===== config.mk =====
export PLATFORM = sky130hd
export DESIGN_NAME = websocket_frame_deframer_core
export DESIGN_NICKNAME = d
export VERILOG_FILES = /design/src/design/wsfd_pkg.sv /design/src/design/wsfd_parser.sv /design/src/design/websocket_frame_deframer_core.sv
export VERILOG_INCLUDE_DIRS = /design/src /design/src/design
export SDC_FILE = /design/constraint.sdc
export NUM_CORES = 1
export LEC_CHECK = 0
export BUFFER_PORTS_ARGS = -buffer_cell sky130_fd_sc_hd__buf_2
export CORE_MARGIN = 4
export CORE_UTILIZATION = 50
export CTS_CLUSTER_SIZE = 25
export DETAILED_ROUTE_END_ITERATION = 10
export PLACE_DENSITY = 0.71
export SLEW_MARGIN = 25
export SYNTH_ARGS = -nofsm -noshare
export SYNTH_HDL_FRONTEND = slang
export SYNTH_SLANG_ARGS = --single-unit

===== constraint.sdc =====
create_clock -name clock -period 10.3 [get_ports clock]
set_clock_uncertainty 0.1 [all_clocks]
set_input_delay 2.06 -clock clock [delete_from_list [all_inputs] [get_ports clock]]
set_output_delay 2.06 -clock clock [all_outputs]
set_load 0.02 [all_outputs]

===== src/design/websocket_frame_deframer_core_assert.svh =====
// Assertion macros shared by the deframer RTL.
// Included by websocket_frame_deframer_core.sv; no other dependencies.
`ifndef WEBSOCKET_FRAME_DEFRAMER_CORE_ASSERT_SVH
`define WEBSOCKET_FRAME_DEFRAMER_CORE_ASSERT_SVH

// The consequent must hold in the same cycle as the antecedent.
`define WSFD_ASSERT_SAME(label, clk, rst, ante, cons) \
   label: assert property (@(posedge clk) disable iff (rst) (ante) |-> (cons)) \
      else $error("deframer assertion failed");

// The consequent must hold in the cycle after the antecedent.
`define WSFD_ASSERT_NEXT(label, clk, rst, ante, cons) \
   label: assert property (@(posedge clk) disable iff (rst) (ante) |=> (cons)) \
      else $error("deframer assertion failed");

`endif


===== src/design/wsfd_pkg.sv =====
// Package for the WebSocket frame deframer: parse phase codes, header constants
// and the result and status structs. No dependencies.
`timescale 1ns / 1ps

package wsfd_pkg;

   localparam logic [2:0] PH_HDR0  = 3'd0;
   localparam logic [2:0] PH_HDR1  = 3'd1;
   localparam logic [2:0] PH_EXT16 = 3'd2;
   localparam logic [2:0] PH_EXT64 = 3'd3;
   localparam logic [2:0] PH_KEY   = 3'd4;
   localparam logic [2:0] PH_DATA  = 3'd5;

   localparam logic [3:0] OPC_CONTINUATION = 4'h0;
   localparam logic [6:0] LEN_EXT16        = 7'd126;
   localparam logic [6:0] LEN_EXT64        = 7'd127;
   localparam logic [2:0] EXT16_LAST       = 3'd1;
   localparam logic [2:0] EXT64_LAST       = 3'd7;
   localparam logic [2:0] KEY_LAST         = 3'd3;

   localparam logic CSR_IDX_UNMASK = 1'b0;

   typedef struct packed {
      logic [7:0] payload_byte;
      logic       byte_valid;
      logic [3:0] frame_opcode;
      logic [3:0] message_opcode;
      logic       frame_fin;
      logic       frame_masked;
      logic       frame_end;
      logic       message_end;
   } rsp_item_type;

   typedef struct packed {
      logic       emit;
      logic [2:0] phase;
   } parse_status_type;

endpackage


===== src/design/wsfd_parser.sv =====
// Header parser and payload unmasker of the WebSocket frame deframer.
// Depends on wsfd_pkg; one stream byte is consumed per accepted request.
`timescale 1ns / 1ps

module wsfd_parser
   import wsfd_pkg::*;
(
   input  logic             clock,
   input  logic             reset,
   input  logic             accept,
   input  logic [7:0]       rx_byte,
   input  logic             unmask_enable,
   output parse_status_type status,
   output rsp_item_type     item
);

   logic [2:0]  phase_ff, phase_in;
   logic        fin_ff, fin_in;
   logic [3:0]  opcode_ff, opcode_in;
   logic        masked_ff, masked_in;
   logic [3:0]  resolved_ff, resolved_in;
   logic [3:0]  pending_ff, pending_in;
   logic [2:0]  count_ff, count_in;
   logic [63:0] remaining_ff, remaining_in;
   logic [31:0] key_ff, key_in;
   logic [1:0]  position_ff, position_in;

   logic        emit;
   logic        data_valid;
   logic        frame_end;
   logic [7:0]  data_byte;
   logic [7:0]  key_byte;
   logic [6:0]  len7;
   logic [2:0]  ext_last;

   assign len7     = rx_byte[6:0];
   assign ext_last = (phase_ff == PH_EXT16) ? EXT16_LAST : EXT64_LAST;

   always_comb begin
      case (position_ff)
         2'd0:    key_byte = key_ff[31:24];
         2'd1:    key_byte = key_ff[23:16];
         2'd2:    key_byte = key_ff[15:8];
         default: key_byte = key_ff[7:0];
      endcase
   end

   always_comb begin
      phase_in     = phase_ff;
      fin_in       = fin_ff;
      opcode_in    = opcode_ff;
      masked_in    = masked_ff;
      resolved_in  = resolved_ff;
      pending_in   = pending_ff;
      count_in     = count_ff;
      remaining_in = remaining_ff;
      key_in       = key_ff;
      position_in  = position_ff;
      emit         = 1'b0;
      data_valid   = 1'b0;
      frame_end    = 1'b0;
      data_byte    = 8'h00;
      case (phase_ff)
         PH_HDR0: begin
            fin_in    = rx_byte[7];
            opcode_in = rx_byte[3:0];
            resolved_in = (rx_byte[3:0] == OPC_CONTINUATION) ? pending_ff : rx_byte[3:0];
            if (!rx_byte[7] && rx_byte[3:0] != OPC_CONTINUATION) begin
               pending_in = rx_byte[3:0];
            end
            phase_in = PH_HDR1;
         end
         PH_HDR1: begin
            masked_in = rx_byte[7];
            count_in  = 3'd0;
            case (len7)
               LEN_EXT16: begin
                  remaining_in = 64'd0;
                  phase_in     = PH_EXT16;
               end
               LEN_EXT64: begin
                  remaining_in = 64'd0;
                  phase_in     = PH_EXT64;
               end
               default: begin
                  remaining_in = {57'd0, len7};
                  if (rx_byte[7]) begin
                     key_in   = 32'd0;
                     phase_in = PH_KEY;
                  end else begin
                     position_in = 2'd0;
                     if (len7 == 7'd0) begin
                        emit      = 1'b1;
                        frame_end = 1'b1;
                        phase_in  = PH_HDR0;
                     end else begin
                        phase_in = PH_DATA;
                     end
                  end
               end
            endcase
         end
         PH_EXT16, PH_EXT64: begin
            remaining_in = {remaining_ff[55:0], rx_byte};
            if (count_ff == ext_last) begin
               count_in = 3'd0;
               if (masked_ff) begin
                  key_in   = 32'd0;
                  phase_in = PH_KEY;
               end else begin
                  position_in = 2'd0;
                  if (remaining_in == 64'd0) begin
                     emit      = 1'b1;
                     frame_end = 1'b1;
                     phase_in  = PH_HDR0;
                  end else begin
                     phase_in = PH_DATA;
                  end
               end
            end else begin
               count_in = count_ff + 3'd1;
            end
         end
         PH_KEY: begin
            key_in = {key_ff[23:0], rx_byte};
            if (count_ff == KEY_LAST) begin
               count_in    = 3'd0;
               position_in = 2'd0;
               if (remaining_ff == 64'd0) begin
                  emit      = 1'b1;
                  frame_end = 1'b1;
                  phase_in  = PH_HDR0;
               end else begin
                  phase_in = PH_DATA;
               end
            end else begin
               count_in = count_ff + 3'd1;
            end
         end
         PH_DATA: begin
            data_byte    = (masked_ff && unmask_enable) ? (rx_byte ^ key_byte) : rx_byte;
            data_valid   = 1'b1;
            emit         = 1'b1;
            position_in  = position_ff + 2'd1;
            remaining_in = remaining_ff - 64'd1;
            frame_end    = (remaining_ff == 64'd1);
            if (remaining_ff == 64'd1) begin
               phase_in = PH_HDR0;
            end
         end
         default: begin
            phase_in = PH_HDR0;
         end
      endcase
   end

   always_ff @(posedge clock) begin
      if (reset) begin
         phase_ff    <= PH_HDR0;
         fin_ff      <= 1'b0;
         opcode_ff   <= 4'd0;
         masked_ff   <= 1'b0;
         resolved_ff <= 4'd0;
         pending_ff  <= 4'd0;
         count_ff    <= 3'd0;
         position_ff <= 2'd0;
      end else if (accept) begin
         phase_ff    <= phase_in;
         fin_ff      <= fin_in;
         opcode_ff   <= opcode_in;
         masked_ff   <= masked_in;
         resolved_ff <= resolved_in;
         pending_ff  <= pending_in;
         count_ff    <= count_in;
         position_ff <= position_in;
      end
   end

   always_ff @(posedge clock) begin
      if (accept) begin
         remaining_ff <= remaining_in;
         key_ff       <= key_in;
      end
   end

   assign status.emit  = emit;
   assign status.phase = phase_ff;

   assign item.payload_byte   = data_byte;
   assign item.byte_valid     = data_valid;
   assign item.frame_opcode   = opcode_ff;
   assign item.message_opcode = resolved_ff;
   assign item.frame_fin      = fin_ff;
   assign item.frame_masked   = masked_in;
   assign item.frame_end      = frame_end;
   assign item.message_end    = frame_end & fin_ff;

endmodule


===== src/design/websocket_frame_deframer_core.sv =====
// Channel  | Direction | Contents
// req      | in        | one raw stream byte per request
// rsp      | out       | one payload byte or zero-length frame marker per request
// csr      | in/out    | APB register: unmask_enable at byte address 0
//
// One request is accepted every cycle unless a held result waits on rsp_tready; the
// header parser state updates at acceptance. A result is held in the output register.
// Only payload bytes and an empty frame's last header byte give a result, next cycle.
// Reset is synchronous: parser returns to the frame header, unmask_enable becomes 1.
// Depends on wsfd_pkg, wsfd_parser and the assertion macro header.
`timescale 1ns / 1ps
`include "websocket_frame_deframer_core_assert.svh"

module websocket_frame_deframer_core
   import wsfd_pkg::*;
(
   input  logic        clock,
   input  logic        reset,
   input  logic        req_tvalid,
   output logic        req_tready,
   input  logic [7:0]  req_tdata,     // [7:0] rx_byte
   output logic        rsp_tvalid,
   input  logic        rsp_tready,
   output logic [23:0] rsp_tdata,     // [7:0] payload_byte, [11:8] frame_opcode,
                                      // [15:12] message_opcode, [16] frame_fin,
                                      // [17] frame_masked, [18] message_end, rest zero
   output logic        rsp_tlast,     // frame_end
   output logic        rsp_tuser,     // byte_valid
   input  logic        csr_psel,
   input  logic        csr_penable,
   input  logic        csr_pwrite,
   input  logic [2:0]  csr_paddr,
   input  logic [31:0] csr_pwdata,
   output logic [31:0] csr_prdata,
   output logic        csr_pready
);

   logic             unmask_ff, unmask_in;
   logic             rsp_valid_ff, rsp_valid_in;
   rsp_item_type     rsp_item_ff;
   rsp_item_type     parse_item;
   parse_status_type parse_status;
   logic             accept;
   logic             csr_write;

   assign csr_pready = 1'b1;
   assign csr_write  = csr_psel & csr_penable & csr_pwrite & csr_pready;
   assign unmask_in  = (csr_write && csr_paddr[2] == CSR_IDX_UNMASK) ? csr_pwdata[0]
                                                                      : unmask_ff;
   assign csr_prdata = (csr_paddr[2] == CSR_IDX_UNMASK) ? {31'd0, unmask_ff} : 32'd0;

   always_ff @(posedge clock) begin
      if (reset) begin
         unmask_ff <= 1'b1;
      end else begin
         unmask_ff <= unmask_in;
      end
   end

   assign req_tready = !rsp_valid_ff || rsp_tready;
   assign accept     = req_tvalid && req_tready;

   wsfd_parser u_parser (
      .clock         (clock),
      .reset         (reset),
      .accept        (accept),
      .rx_byte       (req_tdata),
      .unmask_enable (unmask_ff),
      .status        (parse_status),
      .item          (parse_item)
   );

   assign rsp_valid_in = accept ? parse_status.emit : (rsp_valid_ff && !rsp_tready);

   always_ff @(posedge clock) begin
      if (reset) begin
         rsp_valid_ff <= 1'b0;
      end else begin
         rsp_valid_ff <= rsp_valid_in;
      end
   end

   always_ff @(posedge clock) begin
      if (accept && parse_status.emit) begin
         rsp_item_ff <= parse_item;
      end
   end

   assign rsp_tvalid = rsp_valid_ff;
   assign rsp_tdata  = {5'd0, rsp_item_ff.message_end, rsp_item_ff.frame_masked,
                        rsp_item_ff.frame_fin, rsp_item_ff.message_opcode,
                        rsp_item_ff.frame_opcode, rsp_item_ff.payload_byte};
   assign rsp_tlast  = rsp_item_ff.frame_end;
   assign rsp_tuser  = rsp_item_ff.byte_valid;

   `WSFD_ASSERT_SAME(a_msg_end_is_frame_end, clock, reset,
      rsp_tvalid && rsp_item_ff.message_end, rsp_tlast)
   `WSFD_ASSERT_SAME(a_marker_is_empty_end, clock, reset,
      rsp_tvalid && !rsp_tuser, rsp_tlast && rsp_item_ff.payload_byte == 8'h00)
   `WSFD_ASSERT_NEXT(a_hdr0_goes_hdr1, clock, reset,
      accept && parse_status.phase == PH_HDR0, parse_status.phase == PH_HDR1)
   `WSFD_ASSERT_NEXT(a_emit_loads_output, clock, reset,
      accept && parse_status.emit, rsp_tvalid)

endmodule

==> key figures, run 1 <==
Status
  • Outcome: completed

Routing
  • Drt via density: 5.88
  • Routed WL per cell: 17.1 um
  • Detailed Route WL: 16600 um
  • DRC errors left: 0
  • Drt pass-1 iters: 6
  • Antenna viol nets, final: 0
  • DR iter-0 viols: 610
  • Vias: 5711

Yosys
  • Largest area contributor in the netlist: edfxtp_1
  • Avg Cell Area, Syn: 10.2 um^2
  • Synthesis Warnings: 0
  • Register area share after synthesis: 0.525
  • Area share of the largest cell type after synthesis: 0.462
  • Number of synthesized register bits: 141
  • EDFF count, synth: 117
  • Most used DFF post-synth: edfxtp_1
  • Async S/R FF share, synth: 0
  • Synth unique cells: 56
  • Top post-synthesis cells by count: edfxtp_1, nand2_1, nor2_1
  • Most common cell in the synthesized netlist: edfxtp_1
  • Cell area after synthesis: 7610 um^2
  • Largest cells by area after synthesis: edfxtp_1, dfxtp_1, xnor2_1, nand2_1, buf_4
  • Cell count after synthesis: 749

Pwr
  • Pwr/cell area: 162 nW/um^2
  • Clock power frac: 0.413
  • P_leak: 2.94 nW
  • P_int: 1.02 mW
  • Sequential Power Share: 0.502
  • Total Power: 1.35 mW
  • Sw Pwr: 336 uW
  • Logic pwr share: 0.085
  • Max VDD drop: 101 uV
  • Switch share: 0.249

STA
  • Final setup viols: 0
  • RSZ-0062 raised after global routing: false
  • Worst-Margin Slew: 0.851 ns
  • Relative slew slack: 0.433
  • Fin crit share: 0.456
  • Tmin final: 4.69 ns
  • Final hold vios: 0
  • Fin. max-slew vios: 0
  • Setup_tns: 0 ns
  • Max Clk Rate: 0.213 GHz

Clock tree
  • Clk root buf: clkbuf_16
  • Clock transition at path regs: 0.06 ns
  • Postcts setup bufs: 0
  • Clock Path Buffers: 2
  • Post_cts resized: 0
  • Clk sinks: 141
  • TritonCTS clock tree: yes
  • TritonCTS Buffers: 17
  • H-tree depth: 4
  • CTS Hold Bufs: 0
  • Clock Latency Late Sink: 0.42 ns

Global routing
  • First-pass GRT wire length: 27000 um
  • GRT overflow: 0
  • Vias in the first global route: 5449
  • GRT Overall Usage: 0.189
  • Largest net degree at the start of global routing: 71
  • Initial antenna violation count: 0

Setup path
  • Kind of critical path: in2out
  • Worst-path fanout max: 4
  • Buf+Inv Stages, Crit Path: 2
  • Arr. time, crit path: 2.53 ns
  • Worst path required time: 8.14 ns
  • Setup crit end kind: output pin
  • Crit-path cells: buf_2 > nand2b_1 > buf_2
  • Crit path max-delay family: buffers and inverters
  • Most used cell, CP: buf_2
  • CP max-delay cell: nand2b_1
  • Crit path largest cell delay: 0.19 ns
  • CP Launch Type: input port

Die
  • Die H: 131 um
  • I/O pin total: 111
  • Core ar.: 14700 um^2
  • # rows: 44
  • Die Area: 17300 um^2
  • Die W: 131 um
  • Initial Util: 0.518

Placed design
  • RePlAce Congestion: 0.827
  • Dpl hpwl: 10900 um
  • Post-DP Area: 7830 um^2
  • I/O Buffers: 40

Job
  • Maxcap violations: 0

Min path
  • Min-delay worst type: reg2reg

Finish
  • Layout cells sized above 1: 0.129
  • Nets: 834
  • Fill cell count: 1236
  • Synthesis-to-layout area growth: 10.0%
  • Antenna cell count: 0
  • Finished layout cell area: 8370 um^2
==> layout by cell type (no fill, tap or decap), types with 6 or more instances in the layout <==
master     synthesis  layout
buf_2              0      40
nand3_1           11      11
inv_1              9       9
nor2_1            56      56
a22o_1             7       7
buf_4             37       7
conb_1             2      37
a222oi_1           8       8
ha_1               9       9
o21ai_0           47      47
and3_1            34      34
xor2_1            13      13
xnor2_1           40      40
nand2_1           93      92
nor4_1            13      13
a21oi_1           37      36
o31ai_1            6       6
edfxtp_1         117     117
dfxtp_1           24      24
clkbuf_16          0      18
or3_1             14      14
a21o_1             7       7
o21ai_1           25      25
nor3_1            29      29
nor4_2             7       7
nand2b_1           6       6
==> per-layer routing <==
| metal | share of wire | track usage | up-vias |
|---|---|---|---|
| met2 | 0.49 | 0.315 | 189 |
| met4 | 0.016 | 0.0613 | 0 |
| li1 | - | - | 2724 |
| met3 | 0.057 | 0.0463 | 27 |
| met5 | 0 | 0 | - |
| met1 | 0.44 | 0.245 | 2771 |
==> kinds of logic after synthesis <==
group | synth area share
AOI/OAI and AO/OA | 0.125
other | 0.000987
adders and majority gates | 0.0148
buffers and inverters | 0.0602
xor gates and xnor gates | 0.0610
and+or+nand+nor | 0.209
muxes | 0.00411
DFF | 0.525
==> registers in the layout, summed over array words and instances, names as in the netlist <==
signal	cells
rsp_tdata	19
u_parser.position_ff	2
u_parser.fin_ff	1
u_parser.pending_ff	4
rsp_tvalid	1
u_parser.opcode_ff	4
u_parser.phase_ff	3
u_parser.resolved_ff	4
rsp_tlast	1
u_parser.masked_ff	1
u_parser.remaining_ff	64
unmask_ff	1
rsp_tuser	1
u_parser.key_ff	32
u_parser.count_ff	3
==> area by class of cell <==
cell class | count | area [um^2] | area share
Clock buffer | 22 | 475 | 0.0568
Multi-Input combinational cell | 558 | 3320 | 0.396
Sequential cell | 141 | 3990 | 0.477
Timing Repair Buffer | 47 | 253 | 0.0302
Clock inverter | 10 | 63.8 | 0.00762
Inverter | 10 | 37.5 | 0.00448
Tap cell | 184 | 230 | 0.0275
==> worst paths after layout <==
kind | from | cells past startpoint | slack (ns) | endpoint
worst max-delay path | rsp_tready | 3 | 5.61 | req_tready
worst min-delay path | u_parser.resolved_ff[1] | 0 | 0.33 | rsp_tdata[13]
worst max register to register | u_parser.remaining_ff[8] | 6 | 6.65 | rsp_tdata[14]
worst min register to register | u_parser.resolved_ff[1] | 0 | 0.33 | rsp_tdata[13]
==> power by group through the flow <==
| stage | clock network [mW] | registers [mW] | logic, mW |
|---|---|---|---|
| 2_1_floorplan | 0 | 0.687 | 0.0959 |
| 3_3_place_gp | 0 | 0.688 | 0.111 |
| 3_5_place_dp | 0 | 0.690 | 0.113 |
| 4_1_cts | 0.565 | 0.679 | 0.114 |
| 5_1_grt | 0.591 | 0.683 | 0.128 |
| 6_report | 0.558 | 0.679 | 0.115 |
==> metrics by stage <==
| step | hold WS (ns) | util | cells | worst slack (ns) |
|---|---|---|---|---|
| after floorplan | 0.308 | - | 784 | 1.74 |
| after global placement | 0.315 | 0.533 | 940 | 5.56 |
| after detailed placement | 0.318 | 0.533 | 940 | 5.54 |
| after CTS | 0.328 | 0.569 | 972 | 5.60 |
| after global routing | 0.337 | 0.569 | 972 | 5.55 |
| final | 0.328 | 0.569 | 972 | 5.61 |
==> worst register-to-register path: cells and delay by family (launching register included) <==
family                 cells  cell delay, ns
AO/OA/AOI/OAI              2            0.48
buffers and inverters      1            0.59
flip-flops                 1            0.50
AND/OR/NAND/NOR            3            1.60
No activity file was read; power rests on OpenSTA's default activity.
==> inputs of run 2 (changes only) <==
==> constraint.sdc (replaced) <==
create_clock -name clock -period 4.39 [get_ports clock]
set_clock_uncertainty 0.1 [all_clocks]
set_input_delay 0.878 -clock clock [delete_from_list [all_inputs] [get_ports clock]]
set_output_delay 0.878 -clock clock [all_outputs]
set_load 0.02 [all_outputs]
==> key figures, run 2 (synthesis results as in run 1) <==
Status
  • Outcome: completed

Setup path
  • Setup crit end kind: flip-flop
  • R2R depth: 6
  • Kind of critical path: reg2reg
  • Worst-path fanout max: 21
  • CP Launch Type: flip-flop
  • Arr. time, crit path: 3.61 ns
  • Worst path required time: 4.34 ns

Routing
  • Routed WL per cell: 17.1 um
  • Drt via density: 5.90
  • DRC errors left: 0
  • DR iter-0 viols: 626
  • Vias: 5744
  • Antenna viol nets, final: 0
  • Met3 wire len: 908 um
  • Drt pass-1 iters: 6
  • Highest routed layer: met4
  • Met1 WL: 7490 um
  • Detailed Route WL: 16700 um
  • Met2 WL: 8020 um

Min path
  • Min-delay worst type: reg2reg
  • Hold depth: 0

Clock tree
  • TritonCTS Buffers: 17
  • Clk sinks: 141
  • TritonCTS clock tree: yes
  • Clock Latency Late Sink: 0.42 ns
  • Clock Path Buffers: 2
  • H-tree depth: 4
  • Post_cts resized: 0
  • Postcts setup bufs: 0
  • Clk root buf: clkbuf_16
  • CTS Hold Bufs: 0
  • Clock transition at path regs: 0.06 ns

Finish
  • Most frequent cells in the layout: edfxtp_1, nand2_1, nor2_1, o21ai_0
  • Nets: 836
  • Fill cell count: 1228
  • Reg with most FFs: u_parser.remaining_ff
  • Antenna cell count: 0
  • Synthesis-to-layout area growth: 11.4%
  • Max reg flops: 64
  • Most common cell after layout, fill and taps aside: edfxtp_1
  • Layout cells sized above 1: 0.132

STA
  • RSZ-0062 raised after global routing: false
  • Fin crit share: 0.834
  • Setup_tns: 0 ns
  • Relative slew slack: 0.373
  • Final hold vios: 0
  • Final setup viols: 0
  • Tmin final: 3.66 ns
  • Max Clk Rate: 0.273 GHz
  • Final WS setup: 0.729 ns
  • Fin. max-slew vios: 0
  • Worst-Margin Slew: 0.933 ns

Die
  • # rows: 44
  • Die Area: 17300 um^2
  • Die W: 131 um
  • Core ar.: 14700 um^2
  • Initial Util: 0.518
  • I/O pin total: 111
  • Die H: 131 um

Placed design
  • I/O Buffers: 40
  • Post-Place Setup Slack: 0.780 ns
  • RePlAce Congestion: 0.846
  • Dpl hpwl: 10900 um

Pwr
  • Clock power frac: 0.448
  • Sw Pwr: 812 uW
  • Logic pwr share: 0.080
  • Total Power: 3.38 mW
  • Pwr/cell area: 398 nW/um^2
  • P_leak: 2.98 nW
  • P_int: 2.56 mW
  • Max VDD drop: 254 uV
  • Switch share: 0.240
  • Sequential Power Share: 0.472

Global routing
  • First-pass GRT wire length: 27000 um
  • Largest net degree at the start of global routing: 65
  • GRT Overall Usage: 0.188
  • GRT overflow: 0
  • Initial antenna violation count: 0
  • Vias in the first global route: 5448

Job
  • Maxcap violations: 0
run 2: per-stage QoR:
stage | instances | utilization | instance area, um^2 | hold WS [ns]
after floorplan | 784 | - | 7750 | 0.308
after global placement | 942 | 0.535 | 7860 | 0.315
after detailed placement | 942 | 0.535 | 7860 | 0.316
after CTS | 974 | 0.577 | 8480 | 0.331
after global routing | 974 | 0.577 | 8480 | 0.341
final | 974 | 0.577 | 8480 | 0.331
run 2: power by group through the flow:
stage               sequential [mW]  clock [mW]  combinational [mW]
floorplan                      1.61           0               0.227
global placement               1.62           0               0.260
detailed placement             1.62           0               0.267
CTS                            1.59        1.53               0.269
global route                   1.60        1.59               0.299
finish                         1.59        1.51               0.270
run 2: per-layer routing:
| metal | GRT usage | vias up |
|---|---|---|
| met5 | 0 | - |
| met4 | 0.0618 | 0 |
| met3 | 0.0405 | 31 |
| met2 | 0.310 | 198 |
| met1 | 0.249 | 2772 |
| li1 | - | 2743 |
run 2: cell type report:
class	instances	area (um^2)	share of cell area
inverter	10	37.5	0.00443
clock buffer	17	425	0.0502
multi-input combinational	558	3330	0.393
timing repair buffer	49	268	0.0316
clock inverter	15	194	0.0229
sequential	141	3990	0.471
tap	184	230	0.0272
run 2: path summary, 6_finish.rpt:
path	start	end	slack, ns
worst max register to register	u_parser.remaining_ff[8]	rsp_tdata[14]	0.73
worst min-delay path	u_parser.resolved_ff[0]	rsp_tdata[12]	0.33
worst max-delay path	u_parser.remaining_ff[8]	rsp_tdata[14]	0.73
worst min register to register	u_parser.resolved_ff[0]	rsp_tdata[12]	0.33
run 2: critical path, stage by stage (launching register included):
cell      delay (ns)
edfxtp_1        0.48
or4_4           0.55
nor4_1          0.73
nand3_2         0.39
o31ai_1         0.32
o21ai_1         0.13
inv_1           0.58
